<file path="src/rtl/nctt_pkg.sv">
// types, codes and helpers of the track table
// no dependencies
package nctt_pkg;

    localparam int IDX_W  = 8;
    localparam int CNT_W  = 9;
    localparam int DIST_W = 33;

    typedef enum logic [1:0] {
        OP_OBSERVE = 2'd0,
        OP_READ    = 2'd1,
        OP_CLEAR   = 2'd2,
        OP_NONE    = 2'd3
    } op_t;

    typedef enum logic [2:0] {
        ST_MATCHED    = 3'd0,
        ST_CREATED    = 3'd1,
        ST_DROPPED    = 3'd2,
        ST_READ_VALID = 3'd3,
        ST_READ_EMPTY = 3'd4,
        ST_CLEARED    = 3'd5
    } status_t;

    typedef enum logic [0:0] {
        REG_MERGE_RADIUS  = 1'b0,
        REG_MIN_SIGHTINGS = 1'b1
    } reg_idx_t;

    typedef enum logic [1:0] {
        VK_CLEAR_ALL = 2'd0,
        VK_CLEAR_ROW = 2'd1,
        VK_BUMP      = 2'd2,
        VK_SCAN      = 2'd3
    } vkind_t;

    typedef struct packed {
        logic [15:0] cx;
        logic [15:0] cy;
        logic        side;
        logic [15:0] first;
        logic [15:0] last;
        logic [15:0] sight;
        logic [15:0] named;
    } track_t;

    typedef struct packed {
        logic              valid;
        logic              rd_mode;
        logic [IDX_W-1:0]  tgt;
        logic              found;
        logic [DIST_W-1:0] best_d;
        logic [IDX_W-1:0]  idx;
        track_t            trk;
    } srch_t;

    typedef struct packed {
        logic             we;
        logic [IDX_W-1:0] idx;
        track_t           trk;
    } upd_t;

    typedef struct packed {
        logic             start;
        vkind_t           kind;
        logic [IDX_W-1:0] track;
        logic [IDX_W-1:0] label;
    } vcmd_t;

    typedef struct packed {
        logic             busy;
        logic             done;
        logic [IDX_W-1:0] top_label;
        logic [15:0]      top_votes;
    } vstat_t;

    function automatic logic [15:0] sat_inc(input logic [15:0] v);
        return (v == 16'hFFFF) ? v : v + 16'd1;
    endfunction

endpackage

</file>
<file path="src/rtl/nctt_cell.sv">
// one track cell: holds a track, its distance to the detection, one search stage
// depends on nctt_pkg
module nctt_cell (
    input  logic                            clk,
    input  logic                            rst_n,
    input  logic [nctt_pkg::IDX_W-1:0]      cell_idx,
    input  logic [nctt_pkg::CNT_W-1:0]      live_count,
    input  logic [15:0]                     det_x,
    input  logic [15:0]                     det_y,
    input  nctt_pkg::upd_t                  upd,
    input  nctt_pkg::srch_t                 srch_in,
    output nctt_pkg::srch_t                 srch_out
);

    nctt_pkg::track_t                  trk_reg;
    logic [nctt_pkg::DIST_W-1:0]       d_reg;
    logic [nctt_pkg::DIST_W-1:0]       d_next;
    nctt_pkg::srch_t                   srch_reg;
    nctt_pkg::srch_t                   srch_next;
    logic [15:0]                       ax;
    logic [15:0]                       ay;
    logic [31:0]                       sx;
    logic [31:0]                       sy;
    logic                              live;

    assign live = {1'b0, cell_idx} < live_count;

    always_comb
    begin
        ax     = (trk_reg.cx >= det_x) ? trk_reg.cx - det_x : det_x - trk_reg.cx;
        ay     = (trk_reg.cy >= det_y) ? trk_reg.cy - det_y : det_y - trk_reg.cy;
        sx     = 32'(ax) * 32'(ax);
        sy     = 32'(ay) * 32'(ay);
        d_next = {1'b0, sx} + {1'b0, sy};
    end

    always_comb
    begin
        srch_next = srch_in;
        if (srch_in.valid)
        begin
            if (srch_in.rd_mode)
            begin
                if (srch_in.tgt == cell_idx && live)
                begin
                    srch_next.found = 1'b1;
                    srch_next.idx   = cell_idx;
                    srch_next.trk   = trk_reg;
                end
            end
            else if (live && d_reg < srch_in.best_d)
            begin
                srch_next.best_d = d_reg;
                srch_next.found  = 1'b1;
                srch_next.idx    = cell_idx;
                srch_next.trk    = trk_reg;
            end
        end
    end

    always_ff @(posedge clk)
    begin
        if (upd.we && upd.idx == cell_idx)
        begin
            trk_reg <= upd.trk;
        end
        d_reg <= d_next;
    end

    always_ff @(posedge clk or negedge rst_n)
    begin
        if (!rst_n)
        begin
            srch_reg <= '0;
        end
        else
        begin
            srch_reg <= srch_next;
        end
    end

    assign srch_out = srch_reg;

endmodule

</file>
<file path="config.mk">
export PLATFORM = sky130hd
export DESIGN_NAME = nctt_cell
export DESIGN_NICKNAME = d
export VERILOG_FILES = /design/src/rtl/nctt_pkg.sv /design/src/rtl/nctt_cell.sv
export SDC_FILE = /design/constraint.sdc
export NUM_CORES = 2
export LEC_CHECK = 0
export ABC_AREA = 1
export BUFFER_PORTS_ARGS = -buffer_cell sky130_fd_sc_hd__buf_2
export CORE_ASPECT_RATIO = 0.9
export CORE_MARGIN = 2
export CORE_UTILIZATION = 53
export DETAILED_ROUTE_END_ITERATION = 12
export GPL_ROUTABILITY_DRIVEN = 0
export PLACE_DENSITY = 0.84
export REMOVE_ABC_BUFFERS = 1
export SYNTH_ARGS = -nofsm -noshare
export SYNTH_HDL_FRONTEND = slang
export SYNTH_SLANG_ARGS = --single-unit
</file>
<file path="constraint.sdc">
create_clock -name clk -period 9 [get_ports clk]
set_input_delay 0 -clock clk [delete_from_list [all_inputs] [get_ports clk]]
set_output_delay 0 -clock clk [all_outputs]
set_load 0.1 [all_outputs]
</file>
# Word level (Yosys, flattened, before mapping)
# Cells that the tools add are included.
# W data, S select, Z words.
# classes
n_reduce_logical	3
n_mul	2
eq_ne	2
addsub	5
n_mux	9
magnitude_cmp	4
# op_table
operator	n
$mux W139	2
$mux W105	2
$mul A16 B16 Y32	2
$sub A16 B16 Y16	4
$add A32 B32 Y33	1
$lt A33 B33 Y1	1
$mux W33	1
$ge A16 B16 Y1	2
$mux W16	2
$eq A8 B8 Y1	2
$lt A8 B9 Y1	1
$logic_and A1 B1 Y1	3
$mux W1	2
# word_totals
output_inout_bits	149
in_bits	306
regBits	279
word_cells	46

# Longest topological paths before layout
# depth
ltp_word	5
mapped_depth	43
mapped_depth_nobuf	42

# Worst setup path before layout
# No wires, ideal clock.
# synth_timing
path_type	input port to flip-flop
start	in cell_idx[0] (netlist name)
end	reg trk_reg[0] (netlist name) (enable)
path_buffers	0
path_slack_ps	-1435
path_stages	5
arrival_time_ps	9645
path_cell_list	inv_1 o21ai_0 a221oi_1 nand4_1 nor4_1
# synth_via
elab_chain_len	2
# synth_rtl
item	line_no	source
start: declaration	nctt_cell.sv:6	input logic [nctt_pkg::IDX_W-1:0] cell_idx,
$eq A8 B8 Y1	nctt_cell.sv:63	if (upd.we && upd.idx == cell_idx)
$logic_and A1 B1 Y1	nctt_cell.sv:63	
end signal: assignment	nctt_cell.sv:65	trk_reg <= upd.trk;
end: declaration	nctt_cell.sv:15	nctt_pkg::track_t trk_reg;
# No other way between the ends.
# A chain may end at the register's enable or synchronous reset.

# Worst setup path after layout
# layout_timing
start	reg trk_reg[81] (netlist name)
end	reg d_reg[29] (netlist name)
# layout_via
elab_chain_len	4
word_cells_on_any_way	6
cone_classes	add/sub: 3; mul: 1; order compare: 1; mux: 1
# layout_rtl
item	line_no	source
$sub A16 B16 Y16 or $ge A16 B16 Y1 (tied branches)	nctt_cell.sv:30	ax = (trk_reg.cx >= det_x) ? trk_reg.cx - det_x : det_x - trk_reg.cx;
$mux W16 *	nctt_cell.sv:30	
$mul A16 B16 Y32 *	nctt_cell.sv:32	sx = 32'(ax) * 32'(ax);
$add A32 B32 Y33 *	nctt_cell.sv:34	d_next = {1'b0, sx} + {1'b0, sy};
via d_next (one bit)	nctt_cell.sv:17	logic [nctt_pkg::DIST_W-1:0] d_next;
end signal: assignment	nctt_cell.sv:67	d_reg <= d_next;
end: declaration	nctt_cell.sv:16	logic [nctt_pkg::DIST_W-1:0] d_reg;
# Mark *: on every way through the listed nets, which the timed path passes. The rest lies on a longest branch.

==> flow_summary_export.csv <==
group,metric,value,unit
run_status,outcome,"finished clean",
critical_path,cp.required,9.48,ns
finish,synthToLayoutAreaGrowth,22.3,%
grt,grt_pass1_vias,29500,
placed_design,dp_hpwl,67800,um
yosys,post_synth.cell_area_avg,8.41,um2
detailed_routing,drt-vias-per-instance,5.36,
yosys,ys.flop_type,"dfrtp_1",
yosys,syn_inst,3642,
timing,finalWorstSetupSlack,0.287,ns
finish,finish.utilization,65.5,%
floorplan,initial_core_util,53.6,%
clock_network,root_buffer,"clkbuf_16",
finish,layout.nets,5330,
clock_network,cts_tree,"built",
grt,overflow,0,
finish,multiInputGateArea,0.0189,mm2
yosys,ys_ff_latch,279,
critical_path,startpoint_type,"flop",
floorplan,fp.dieW,257,um
detailed_routing,vias,27600,
critical_path,path_max_fanout,16,
detailed_routing,drt_iter0_drc,2892,
critical_path,cp_common_cell,"fa_1",
finish,fillers,4105,
grt,track_usage,32.7,%
timing,finalCritPeriodShare,96.8,%
detailed_routing,drc,0,
floorplan,core_area,0.0571,mm2
critical_path,rrSetupSlack,0.29,ns
grt,grtUsageMet3,8.33,%
grt,grt_pass1_wl,153000,um
yosys,ys_types,49,
critical_path,worst_r2r_endpoint,"d_reg[29]$_DFF_P_",
clock_network,htree_levels,2,
grt,gr-max-usage-layer,"met2",
yosys,async_flop_share,53.4,%
timing,fin_skew,0.0372,ns
timing,relSlewSlack,33.2,%
floorplan,dieArea,0.0597,mm2
yosys,syn-cell-area,0.0306,mm2
timing,max_freq,115,MHz
grt,grtUsageMet2,54.9,%
critical_path,slowest_delay,0.55,ns
critical_path,reg2reg_depth,35,
critical_path,critPathKind,"flop to flop",
grt,grt_use_met1,36.8,%
timing,whs,0.0688,ns
detailed_routing,drt-total-wl,97000,um
grt,antenna_found_initial,21,
critical_path,crit_path_end_kind,"flop",
critical_path,regToRegStartpoint,"trk_reg[81]$_DFFE_PP_",
floorplan,io_pins,455,
run,maxCapViolCount,0,
clock_network,path_clk_slew,0.07,ns
placed_design,dp_slack,0.108,ns
yosys,yosysSeqAreaShare,23.9,%
critical_path,crit_slowest_cell,"fa_1",
timing,setup_violations,0,
critical_path,worstPathArrival,9.20,ns
floorplan,die_y,232,um
finish,ff_latch_area,0.00730,mm2
grt,grt_max_degree,84,
critical_path,critPathLaunch,"trk_reg[81]$_DFFE_PP_",
clock_network,clk_latency,0.57,ns
clock_network,numCtsBuffers,34,
detailed_routing,drtPass1Iterations,10,
finish,largest_reg_flops,149,
placed_design,io_buffers,454,
yosys,synth_edf_count,97,
clock_network,cts.path.max_buffers,3,
timing,slew_viol_final,0,
timing,finalCriticalPeriod,8.71,ns
clock_network,cts_num_sinks,279,
finish,drive_gt1_share,16.3,%
yosys,yosysWarnings,0,
hold_path,min-delay-path-class,"input pin to asynchronous set/reset pin",
detailed_routing,wl_per_cell,18.8,um
floorplan,std_cell_rows,83,
timing,finalHoldViolCount,0,
detailed_routing,postRouteAntennaNets,0,
timing,tightest_slew,1.00,ns
critical_path,crit_end,"d_reg[29]$_DFF_P_",
## final cells by class
cell class	count	share of cell area (%)
diodes	25	0.167
well taps	765	2.56
clock inverters	16	0.451
multi-input cells	2230	50.6
repair buffers	741	13.5
inverters	1052	10.6
clock buffers	46	2.58
flip-flops and latches	279	19.5
## cell usage after synthesis, types with 20 or more instances
cell type,count,area [um2]
o21ai_0,46,230
nor2_4,23,259
ha_1,298,3730
inv_1,996,3740
nand2_1,677,2540
edfxtp_1,97,2910
fa_1,388,7770
buf_2,24,120
o21bai_1,20,150
a21oi_1,126,631
nor2_1,257,965
nand3_1,162,811
clkbuf_1,25,93.8
dfrtp_1,149,3730
dfxtp_1,33,661
nand2_2,29,181
xor2_1,59,517
inv_2,56,210
## worst min path at each step
stage | startpoint | endpoint | slack, ns | depth (start not counted)
floorplan | rst_n | srch_out[0]$_DFF_PN0_ | -0.30 | 0
global placement | rst_n | srch_out[24]$_DFF_PN0_ | 0.13 | 1
CTS | srch_in[144] | srch_out[144]$_DFF_PN0_ | 0.09 | 2
global route | srch_in[148] | srch_out[148]$_DFF_PN0_ | 0.11 | 2
detailed placement | rst_n | srch_out[140]$_DFF_PN0_ | 0.13 | 1
finish | rst_n | srch_out[48]$_DFF_PN0_ | 0.07 | 2
## layout by cell type (no fill, tap or decap), types with 6 or more instances in the layout
master	Yosys	final
clkinv_2	0	7
xnor2_1	17	17
xor2_1	59	59
o21ai_2	4	7
buf_4	11	32
inv_1	996	993
edfxtp_1	97	97
dlygate4sd3_1	0	255
inv_2	56	54
nor2_4	23	24
dfxtp_1	33	33
nand2_4	10	15
nand3_1	162	161
nor2_1	257	257
a21oi_1	126	125
dfrtp_1	149	149
nand4_1	19	19
nor2_2	17	16
diode_2	0	25
buf_2	24	453
nand2_1	677	674
nor3_1	10	10
ha_1	298	298
clkbuf_16	0	35
fa_1	388	388
nand2_2	29	27
o21ai_0	46	43
a21o_1	7	7
o21bai_1	20	20
clkbuf_1	25	6
o21ai_1	11	11
## kinds of logic after synthesis
kind of cell	count (synthesis)	synth area share, %
AO/OA/AOI/OAI	238	4.43
XOR/XNOR	76	2.17
adder cells (fa/ha/maj)	686	37.6
buffers and inverters	1133	14.5
flip-flops	279	23.9
AND/OR/NAND/NOR	1230	17.5
## worst max-delay path: cells and delay by family, from the launching register on
kind / cells / cell delay (ns)
simple gates: 14 / 2.08
xor+xnor: 1 / 0.15
compound gates: 1 / 0.23
buf+inv: 8 / 0.79
flops: 1 / 0.40
fa+ha+maj: 11 / 4.99
## through the flow
step | cell area [um2] | setup TNS [ns] | instances
after CTS | 37200 | 0 | 5116
after global placement | 33500 | 0 | 4799
after floorplan | 30100 | -139.24 | 3561
final | 37400 | 0 | 5154
after detailed placement | 33500 | 0 | 4799
after global routing | 37400 | -0.0482 | 5147
## per-layer routing
layer / up-vias / part of all wire (%)
met5: - / 0.048
met4: 6 / 7.8
met3: 575 / 10
met2: 1811 / 47
met1: 13100 / 35
li1: 12200 / -
## timing repair
action / CTS / global route
hold buffers: 255 / 0
setup buffers: 0 / 13
gates resized for setup: 0 / 17
setup endpoints to repair: 0 / 20
endpoints found under the hold margin: 328 / 0
Power is left out: the tool's default activity adds up to more than one toggle a clock period on the data nets, which glitch-free logic cannot reach.
