==> config.mk <==
export PLATFORM = sky130hd
export DESIGN_NAME = nctt_div
export DESIGN_NICKNAME = d
export VERILOG_FILES = /design/src/rtl/nctt_div.sv
export SDC_FILE = /design/constraint.sdc
export NUM_CORES = 1
export LEC_CHECK = 0
export ABC_AREA = 1
export BUFFER_PORTS_ARGS = -buffer_cell sky130_fd_sc_hd__buf_2
export CAP_MARGIN = 25
export CORE_MARGIN = 3
export CORE_UTILIZATION = 41
export DETAILED_ROUTE_END_ITERATION = 8
export SYNTH_ARGS = -nofsm -noshare
export SYNTH_HDL_FRONTEND = slang
export SYNTH_SLANG_ARGS = --single-unit
==> constraint.sdc <==
create_clock -name clk -period 2.37 [get_ports clk]
set_clock_uncertainty 0.1 [all_clocks]
set_input_delay 0.1185 -clock clk [delete_from_list [all_inputs] [get_ports clk]]
set_output_delay 0.1185 -clock clk [all_outputs]
set_load 0.02 [all_outputs]
==> src/rtl/nctt_div.sv <==
// 32 by 17 bit restoring divider, one quotient bit per cycle, 16-bit quotient
// depends on nothing; the numerator must be below the divisor times 65536
module nctt_div (
    input  logic        clk,
    input  logic        rst_n,
    input  logic        start,
    input  logic [31:0] num,
    input  logic [16:0] den,
    output logic        done,
    output logic [15:0] quo
);

    localparam logic [3:0] LAST_STEP = 4'd15;

    logic        busy_reg;
    logic        done_reg;
    logic [3:0]  step_reg;
    logic [16:0] rem_reg;
    logic [16:0] rem_next;
    logic [15:0] qsh_reg;
    logic [16:0] den_reg;
    logic [17:0] trial;
    logic        ge;

    always_comb
    begin
        trial    = {rem_reg, qsh_reg[15]};
        ge       = trial >= {1'b0, den_reg};
        rem_next = ge ? 17'(trial - {1'b0, den_reg}) : trial[16:0];
    end

    always_ff @(posedge clk or negedge rst_n)
    begin
        if (!rst_n)
        begin
            busy_reg <= 1'b0;
            done_reg <= 1'b0;
            step_reg <= '0;
        end
        else
        begin
            done_reg <= 1'b0;
            if (start)
            begin
                busy_reg <= 1'b1;
                step_reg <= '0;
            end
            else if (busy_reg)
            begin
                step_reg <= step_reg + 4'd1;
                if (step_reg == LAST_STEP)
                begin
                    busy_reg <= 1'b0;
                    done_reg <= 1'b1;
                end
            end
        end
    end

    always_ff @(posedge clk)
    begin
        if (start)
        begin
            rem_reg <= {1'b0, num[31:16]};
            qsh_reg <= num[15:0];
            den_reg <= den;
        end
        else if (busy_reg)
        begin
            rem_reg <= rem_next;
            qsh_reg <= {qsh_reg[14:0], ge};
        end
    end

    assign done = done_reg;
    assign quo  = qsh_reg;

endmodule

; After elaboration in Yosys (flattened, before gate mapping)
; Index checks and enable logic that the tools add are counted.
[word_totals]
output_inout_bits = 17
register_bits = 56
wordCells = 25
[classes]
magnitude_cmp = 1
reduce_logical = 1
addsub = 2
n_mux = 13
n_eq_ne = 1
[ops]
columns = cell, count
row1 = $mux W16, 4
row2 = $ge A18 B17 Y1, 1
row3 = $mux W17, 1
row4 = $sub A17 B17 Y17, 1
row5 = $mux W4, 2
row6 = $mux W1, 6
row7 = $add A4 B1 Y4 const B, 1
row8 = $eq A4 B4 Y1 const B, 1
row9 = $reduce_bool A2 Y1, 1

; Logic depth before layout (Yosys ltp)
; Gate-level depths: netlist of the first run.
[depth]
ltp_word = 4
ltp_mapped = 15
depth_no_buf = 15

; Least setup slack after synthesis of the first run
; Ideal clock, no wire load.
[synth_timing]
path_kind = register to register
start = register qsh_reg[15] (netlist: quo[15])
end = register rem_reg[14], data pin
arrival_time_ns = 1.910
stages_incl_launch_ff = 15
path_slack_ns = 0.107
setup_time_ns = 0.254
required_time_ns = 2.016
n_path_buf = 0
period_less_slack_ns = 2.263
path_cell_list = edfxtp_1 > inv_1 > ha_1 > inv_1 > fa_1 > nand2_1 > nand2_1 > nand3_1 > nand2_1 > nand2_1 > nand3_1 > nand2_1 > nand2_2 > nand3_1 > nand2_1
[synth_between]
elab_chain_len = 4
word_cells_on_any_way = 5
cone_classes = add/sub: 1 / order compare: 1 / mux: 3
[synth_rtl]
columns = item, line
row1 = "start, declared", 20  ; logic [15:0] qsh_reg;
row2 = "start signal, assigned", 65  ; qsh_reg <= num[15:0];
row3 = "start signal, assigned", 71  ; qsh_reg <= {qsh_reg[14:0], ge};
row4 = $sub A17 B17 Y17 / $ge A18 B17 Y1 (equally long branches), "29, 28"
row5 = $mux W17 *, 29  ; rem_next = ge ? 17'(trial - {1'b0, den_reg}) : trial[16:0];
row6 = $mux W16 *, 68  ; else if (busy_reg)
row7 = $mux W16 *, 62  ; if (start)
row8 = "end signal, assigned", 64  ; rem_reg <= {1'b0, num[31:16]};
row9 = "end signal, assigned", 70  ; rem_reg <= rem_next;
row10 = "end, declared", 18  ; logic [16:0] rem_reg;
; Every way passes the cells marked *; elsewhere a longest branch is shown, timed or not. The select of a mux whose other input is x is not followed.
; A chain may end at the register's enable or synchronous reset.

; Worst setup path after layout of the first run
[layout_timing]
start = register rem_reg[10]
end = register rem_reg[11], data pin
[layout_between]
elab_chain_len = 4
word_cells_on_any_way = 5
cone_classes = add/sub: 1 / order compare: 1 / mux: 3
[layout_rtl]
columns = item, line
row1 = $sub A17 B17 Y17 / $ge A18 B17 Y1 (equally long branches), "29, 28"
row2 = $mux W17 *, 29
row3 = $mux W16 *, 68
row4 = $mux W16 *, 62
; Marked as above.

==> results by group, run 1 <==
Status
  – Status: complete, no violations

Power and ir drop
  – Psw: just over 2 mW
  – Switching share of total power: 0.4350
  – Leakage dissipation: between 2 and 3 nW
  – Total power: 4.715 mW
  – Maximum vdd drop: between 0.3 and 0.4 mV
  – Pwr dens: 962.4 mW/mm^2
  – Sequential share of power: 0.307
  – Pint: 2.664 mW
  – Comb pwr share: 0.551
  – Clock power share: 0.142

Finish
  – Final #Nets: roughly 690
  – Diodes inserted: 0
  – Area grow syn2layout: 29.88%
  – Fillcell total: about 860
  – Post-Layout Inst Area: 0.004900 sq mm
  – Layout cells sized above 1: 0.2019
  – Final Instance Count excl. Fillers: 727

Logic synthesis
  – Synth Instances: a little under 500
  – Synth Register Bits: 56
  – YS warnings: 0
  – Top-count cell post-synth: nand2_1
  – Netlist cell types: 35
  – Top cells by count, synth: nand2_1, inv_1, edfxtp_1
  – Synth area leaders: edfxtp_1, nand2_1, inv_1
  – Area leader, netlist: edfxtp_1
  – Sequential-to-total area share from yosys stat: 0.4352
  – Synthesized area: 0.003772 sq mm
  – Syn avg cell area: roughly 7.7 sq um
  – Syn Nets: 563
  – Share of the synthesized area in the top cell type: 0.3900
  – EDFF count, synth: 49
  – Post-synthesis async set-or-reset flop share: 0.1071
  – Most common flop cell mapped by yosys: edfxtp_1

STA
  – Hold Vio Cnt, Final: 0
  – RSZ-0062 raised after global routing: false
  – Fmax: 456.8 MHz
  – Tmin final: 2.189 ns
  – Slew Limit Fails: 0
  – Setup TNS: 0 ns
  – # setup viols final: 0
  – Tcrit/Tclk final: 0.9236
  – Least-Margin Pin Slew: approximately 0.46 ns
  – Rel. slew slack: 0.6936
  – Hold WS: 0.04110 ns

Detailed routing
  – Via Count: ~3,400
  – Vias per cell: approximately 4.7
  – Drt wl/cell: 12.65 um
  – Number of remaining DRC errors: 0
  – DRT iter0 DRCs: 115
  – Final ANT Viol Nets: 0
  – Router iterations before antenna repair: 5
  – Routed wire length: approximately 9.2 mm

Global routing
  – Vias in the first global route: approximately 3,500
  – Grt total ovfl: 0
  – Global-route wire length before repair: around 15 mm
  – Overall routing resource usage: 0.1850
  – Largest net degree at the start of global routing: 34
  – Initial antenna violation count: 0

Critical path
  – CP endpoint kind: flip-flop
  – Crit-path max FO: 5
  – Flop2flop setup slack: 0.18 ns
  – Worst Path Required: 2.34 ns
  – Reg2reg end: rem_reg[11]$_DFFE_PP_
  – Launch point of the critical path: rem_reg[10]$_DFFE_PP_
  – CP endpoint: rem_reg[11]$_DFFE_PP_
  – CP arrival: 2.16 ns
  – WS Path Type: reg -> reg
  – RR Startpoint: rem_reg[10]$_DFFE_PP_
  – FF-to-FF path depth: 11
  – Startpoint types: flip-flop

Die
  – Ports: 69
  – Effective utilization at floorplan: 0.4263
  – Die area: 0.01039 sq mm
  – DIE HEIGHT: slightly above 100 um
  – Core area: 0.008848 sq mm
  – Die X: a little over 100 um
  – Row Count: 34

CTS
  – Depth of the CTS H-tree: 2
  – CTS sink cnt: 56
  – Clk slew on worst S/H paths: between 0.1 and 0.15 ns
  – Total CTS buffers: 5
  – Maximum root-to-sink buffer count: 2
  – CTS tree: done
  – Worst skew pair latency: ~0.32 ns
  – Root buffer cell: clkbuf_8
  – Setup bufs post-CTS: 0

Placed design
  – Hpwl dp: 6.603 mm
  – GPL Wtd Cong: 0.8908
  – Placed cells: 669
  – Port-buffer cells: 68
  – Placed Area: 0.004278 sq mm

Hold path
  – HP Class: in -> async

Run
  – Number of max-cap violations: 0
[routing by layer]
| metal | global-route usage | vias to the layer above | routed length [um] | share of wire |
|---|---|---|---|---|
| li1 | - | 1806 | - | - |
| met1 | 0.2424 | 1520 | 4251 | 0.46 |
| met2 | 0.3224 | 94 | 4411 | 0.48 |
| met3 | 0.03208 | 9 | 449 | 0.049 |
| met4 | 0.03935 | 0 | 82 | 0.0089 |
| met5 | 0 | - | 0 | 0 |
[area by class of cell]
type                            count  area [sq um]  share of cell area
Clock buffer                        6         72.57             0.01481
Clock inverter                      2         38.79            0.007916
Inverter                           88         330.3             0.06742
Multi-Input combinational cell    336          1743              0.3557
Sequential cell                    56          1642              0.3350
Tap cell                          108         135.1             0.02758
Timing Repair Buffer              131         938.4              0.1915
[through the flow]
step | util | setup slack, ns
6_report | 0.5537 | 0.1811
5_1_grt | 0.5537 | 0.005499
4_1_cts | 0.5526 | 0.1167
3_5_place_dp | 0.4835 | 0.1324
3_3_place_gp | 0.4835 | 0.1912
2_1_floorplan | - | 0.1066
[how the worst min path moves through the flow]
stage | start | endpoint | slack (ns)
floorplan | rst_n | busy_reg$_DFF_PN0_ | -0.28
global placement | rst_n | done$_DFF_PN0_ | -0.15
detailed placement | rst_n | done$_DFF_PN0_ | -0.15
CTS | rst_n | done$_DFF_PN0_ | 0.03
global route | rst_n | step_reg[2]$_DFFE_PN0P_ | 0.04
finish | rst_n | done$_DFF_PN0_ | 0.04
[cell usage in the layout, fill, tap and decap left out, types with 3 or more instances in the layout]
cell / count
buf_2: 68
dfrtp_1: 6
xnor2_1: 5
edfxtp_1: 49
inv_1: 80
a21oi_1: 9
ha_1: 16
nand4_1: 18
nor2_4: 4
nor3_1: 5
buf_4: 13
inv_2: 7
dlygate4sd3_1: 50
nand2_1: 193
nand2_2: 16
nand3_1: 31
nor2_1: 18
clkbuf_8: 5
o21ai_0: 3
[what timing repair did]
item / 4_1_cts / 5_1_grt
setup endpoints to repair: 0 / 11
hold buffers: 50 / 0
resized for setup: 0 / 4
endpoints found under the hold margin: 55 / 0
[logic make-up (layout without fill, tap and decap cells)]
group	after synthesis	in the layout	share of synthesized area
simple gates	295	295	0.3542
buf+inv	100	227	0.1055
flops	56	56	0.4352
fa+ha+maj	19	19	0.06501
compound gates	15	15	0.02388
xor+xnor	7	7	0.01625
[power groups by stage]
stage / Sequential, mW / Clock (mW) / Combinational [mW]
floorplan: 1.47 / 0 / 1.94
global placement: 1.46 / 0 / 2.51
detailed placement: 1.46 / 0 / 2.53
CTS: 1.45 / 0.692 / 2.60
global route: 1.48 / 0.731 / 2.98
finish: 1.45 / 0.670 / 2.60
[critical path, cell delays in order (launching register included)]
cell,delay [ns]
edfxtp_1,0.44
ha_1,0.40
nand2_2,0.10
inv_2,0.07
nand2_2,0.07
nor2_4,0.19
nand3_4,0.10
nand4_4,0.12
buf_4,0.17
nand2_2,0.05
nand3_1,0.07
nand2_1,0.06
Note: power is estimated with default switching activity, not from simulation.
==> inputs of run 2 (changes only) <==
Settings changed: CORE_UTILIZATION 41 to 56, PLACE_DENSITY from default to 0.8.
==> results by group, run 2 (synthesized netlist as in run 1, its figures left out) <==
Detailed routing
  – Max Used Layer: met4
  – DR WL met3: between 600 and 700 um
  – Routed wl met2: between 5 and 6 mm
  – Final ANT Viol Nets: 0
  – Drt wl/cell: 14.68 um
  – Routed wire length: between 10 and 15 mm
  – Via Count: about 3,700
  – Number of remaining DRC errors: 0
  – Router iterations before antenna repair: 4
  – Vias per cell: 5.241
  – DRT iter0 DRCs: 221
  – Met1 WL: slightly below 4 mm

Die
  – DIE HEIGHT: slightly below 90 um
  – Ports: slightly below 70
  – Effective utilization at floorplan: 0.5874
  – Die area: 0.007757 sq mm
  – Row Count: 29
  – Core area: 0.006422 sq mm
  – Die X: 88.08 um

CTS
  – Total CTS buffers: 5
  – Clk slew on worst S/H paths: between 0.1 and 0.15 ns
  – CTS tree: done
  – Maximum root-to-sink buffer count: 2
  – Worst skew pair latency: around 0.32 ns
  – CTS sink cnt: 56
  – Depth of the CTS H-tree: 2
  – Root buffer cell: clkbuf_8

STA
  – Tmin final: approximately 2.2 ns
  – Least-Margin Pin Slew: 0.5466 ns
  – Fmax: 451.0 MHz
  – Setup TNS: 0 ns
  – RSZ-0062 raised after global routing: false
  – Hold WS: 0.02950 ns
  – Slew Limit Fails: 0
  – # setup viols final: 0
  – Rel. slew slack: 0.6356
  – Tcrit/Tclk final: 0.9356
  – Hold Vio Cnt, Final: 0

Critical path
  – Crit path buf inv count: 2
  – Worst Path Required: about 2.4 ns
  – CP max-delay cell: edfxtp_1
  – Crit-path max FO: 4
  – WS Path Type: reg -> reg
  – Crit-path leading delay family: simple AND/OR/NAND/NOR gates
  – Critical-path cell list: inv_1 -> ha_1 -> inv_2 -> fa_2 -> nand2_1 -> nand2_2 -> nand3_1 -> nand2_2 -> nand2_2 -> nand3_1 -> nand2_1 -> nand2_2 -> nand3_1 -> nand2_1
  – CP endpoint kind: flip-flop
  – Most frequent CP cell: nand2_2
  – CP arrival: 2.20 ns
  – Startpoint types: flip-flop
  – Max incr delay on CP: around 0.4 ns

Placed design
  – GPL Wtd Cong: 0.9776
  – Hpwl dp: 6.728 mm
  – Port-buffer cells: just under 70

Global routing
  – Vias in the first global route: 3,803
  – Grt total ovfl: 0
  – Largest net degree at the start of global routing: 31
  – Global-route wire length before repair: between 15 and 20 mm
  – Initial antenna violation count: 0
  – Overall routing resource usage: 0.2756

Finish
  – Final #Nets: 690
  – Diodes inserted: 0
  – Most frequent cells in the layout: nand2_1, inv_1, buf_2, dlygate4sd3_1, edfxtp_1
  – Layout cells sized above 1: 0.2226
  – Area grow syn2layout: 31.74%
  – Fillcell total: 459
  – Most common cell after layout, fill and taps aside: nand2_1

Power and ir drop
  – Leakage dissipation: 2.567 nW
  – Pwr dens: just under 1000 mW/mm^2
  – Maximum vdd drop: between 0.4 and 0.5 mV

Hold path
  – HP Class: in -> async

Status
  – Status: complete, no violations

Run
  – Number of max-cap violations: 0
[run 2: changes by cell type in the layout (fill, tap and decap cells not counted), moves of 2 or more]
cell	delta
ha_4	+8
ha_1	-6
nand2_1	-4
ha_2	-2
nand2_2	+4
[run 2: worst paths after layout]
kind	startpoint	slack, ns	cells past startpoint	end
setup reg to reg	quo[15]$_DFFE_PP_	0.15	14	rem_reg[12]$_DFFE_PP_
hold / removal	rst_n	0.03	2	step_reg[1]$_DFFE_PN0P_
max in group asynchronous	rst_n	2.00	2	busy_reg$_DFF_PN0_
min in group clk	start	0.21	1	den_reg[1]$_DFFE_PP_
setup / recovery	quo[15]$_DFFE_PP_	0.15	14	rem_reg[12]$_DFFE_PP_
hold reg to reg	rem_reg[16]$_SDFFE_PP0P_	0.43	2	rem_reg[16]$_SDFFE_PP0P_
[run 2: timing repair]
item | 4_1_cts | 5_1_grt
endpoints found under the setup margin | 0 | 9
buffers inserted | 0 | 2
resized for setup | 0 | 16
endpoints found under the hold margin | 54 | 1
hold buffers | 49 | 1
[run 2: final cells by class]
| type | count | area [sq um] | area share |
|---|---|---|---|
| tap | 77 | 96.34 | 0.01939 |
| clock inverter | 2 | 17.52 | 0.003525 |
| inverter | 88 | 330.3 | 0.06647 |
| multi-input combinational | 336 | 1853 | 0.3729 |
| sequential | 56 | 1642 | 0.3303 |
| timing repair buffer | 132 | 958.4 | 0.1928 |
| clock buffer | 6 | 72.57 | 0.01460 |
[run 2: report_power, final]
group / switching, mW / internal (mW) / leakage [nW]
Combinational: 1.67 / 1.17 / 1.92
Sequential: 0.157 / 1.33 / 0.598
Clock: 0.339 / 0.218 / 0.0462
[run 2: worst reg2reg max path, cell delays in order (launching register included)]
cell      delay (ns)
edfxtp_1        0.39
inv_1           0.09
ha_1            0.16
inv_2           0.06
fa_2            0.34
nand2_1         0.09
nand2_2         0.08
nand3_1         0.11
nand2_2         0.11
nand2_2         0.09
nand3_1         0.07
nand2_1         0.09
nand2_2         0.05
nand3_1         0.07
nand2_1         0.07
[run 2: per-layer routing]
layer,track usage,vias up
met5,0,-
met4,0.1099,0
met3,0.04892,30
met2,0.4945,158
met1,0.3262,1664
li1,-,1801
[run 2: through the flow]
stage | instance area (sq um) | worst slack, ns | total power [mW] | cells | util
after floorplan | 3772 | 0.1066 | 3.414 | 492 | -
after global placement | 4244 | 0.07132 | 3.942 | 637 | 0.6608
after detailed placement | 4244 | 0.07029 | 4.009 | 637 | 0.6608
after CTS | 4825 | 0.03752 | 4.623 | 694 | 0.7512
after global routing | 4970 | 0.01101 | 5.293 | 697 | 0.7738
final | 4970 | 0.1526 | 4.879 | 697 | 0.7738
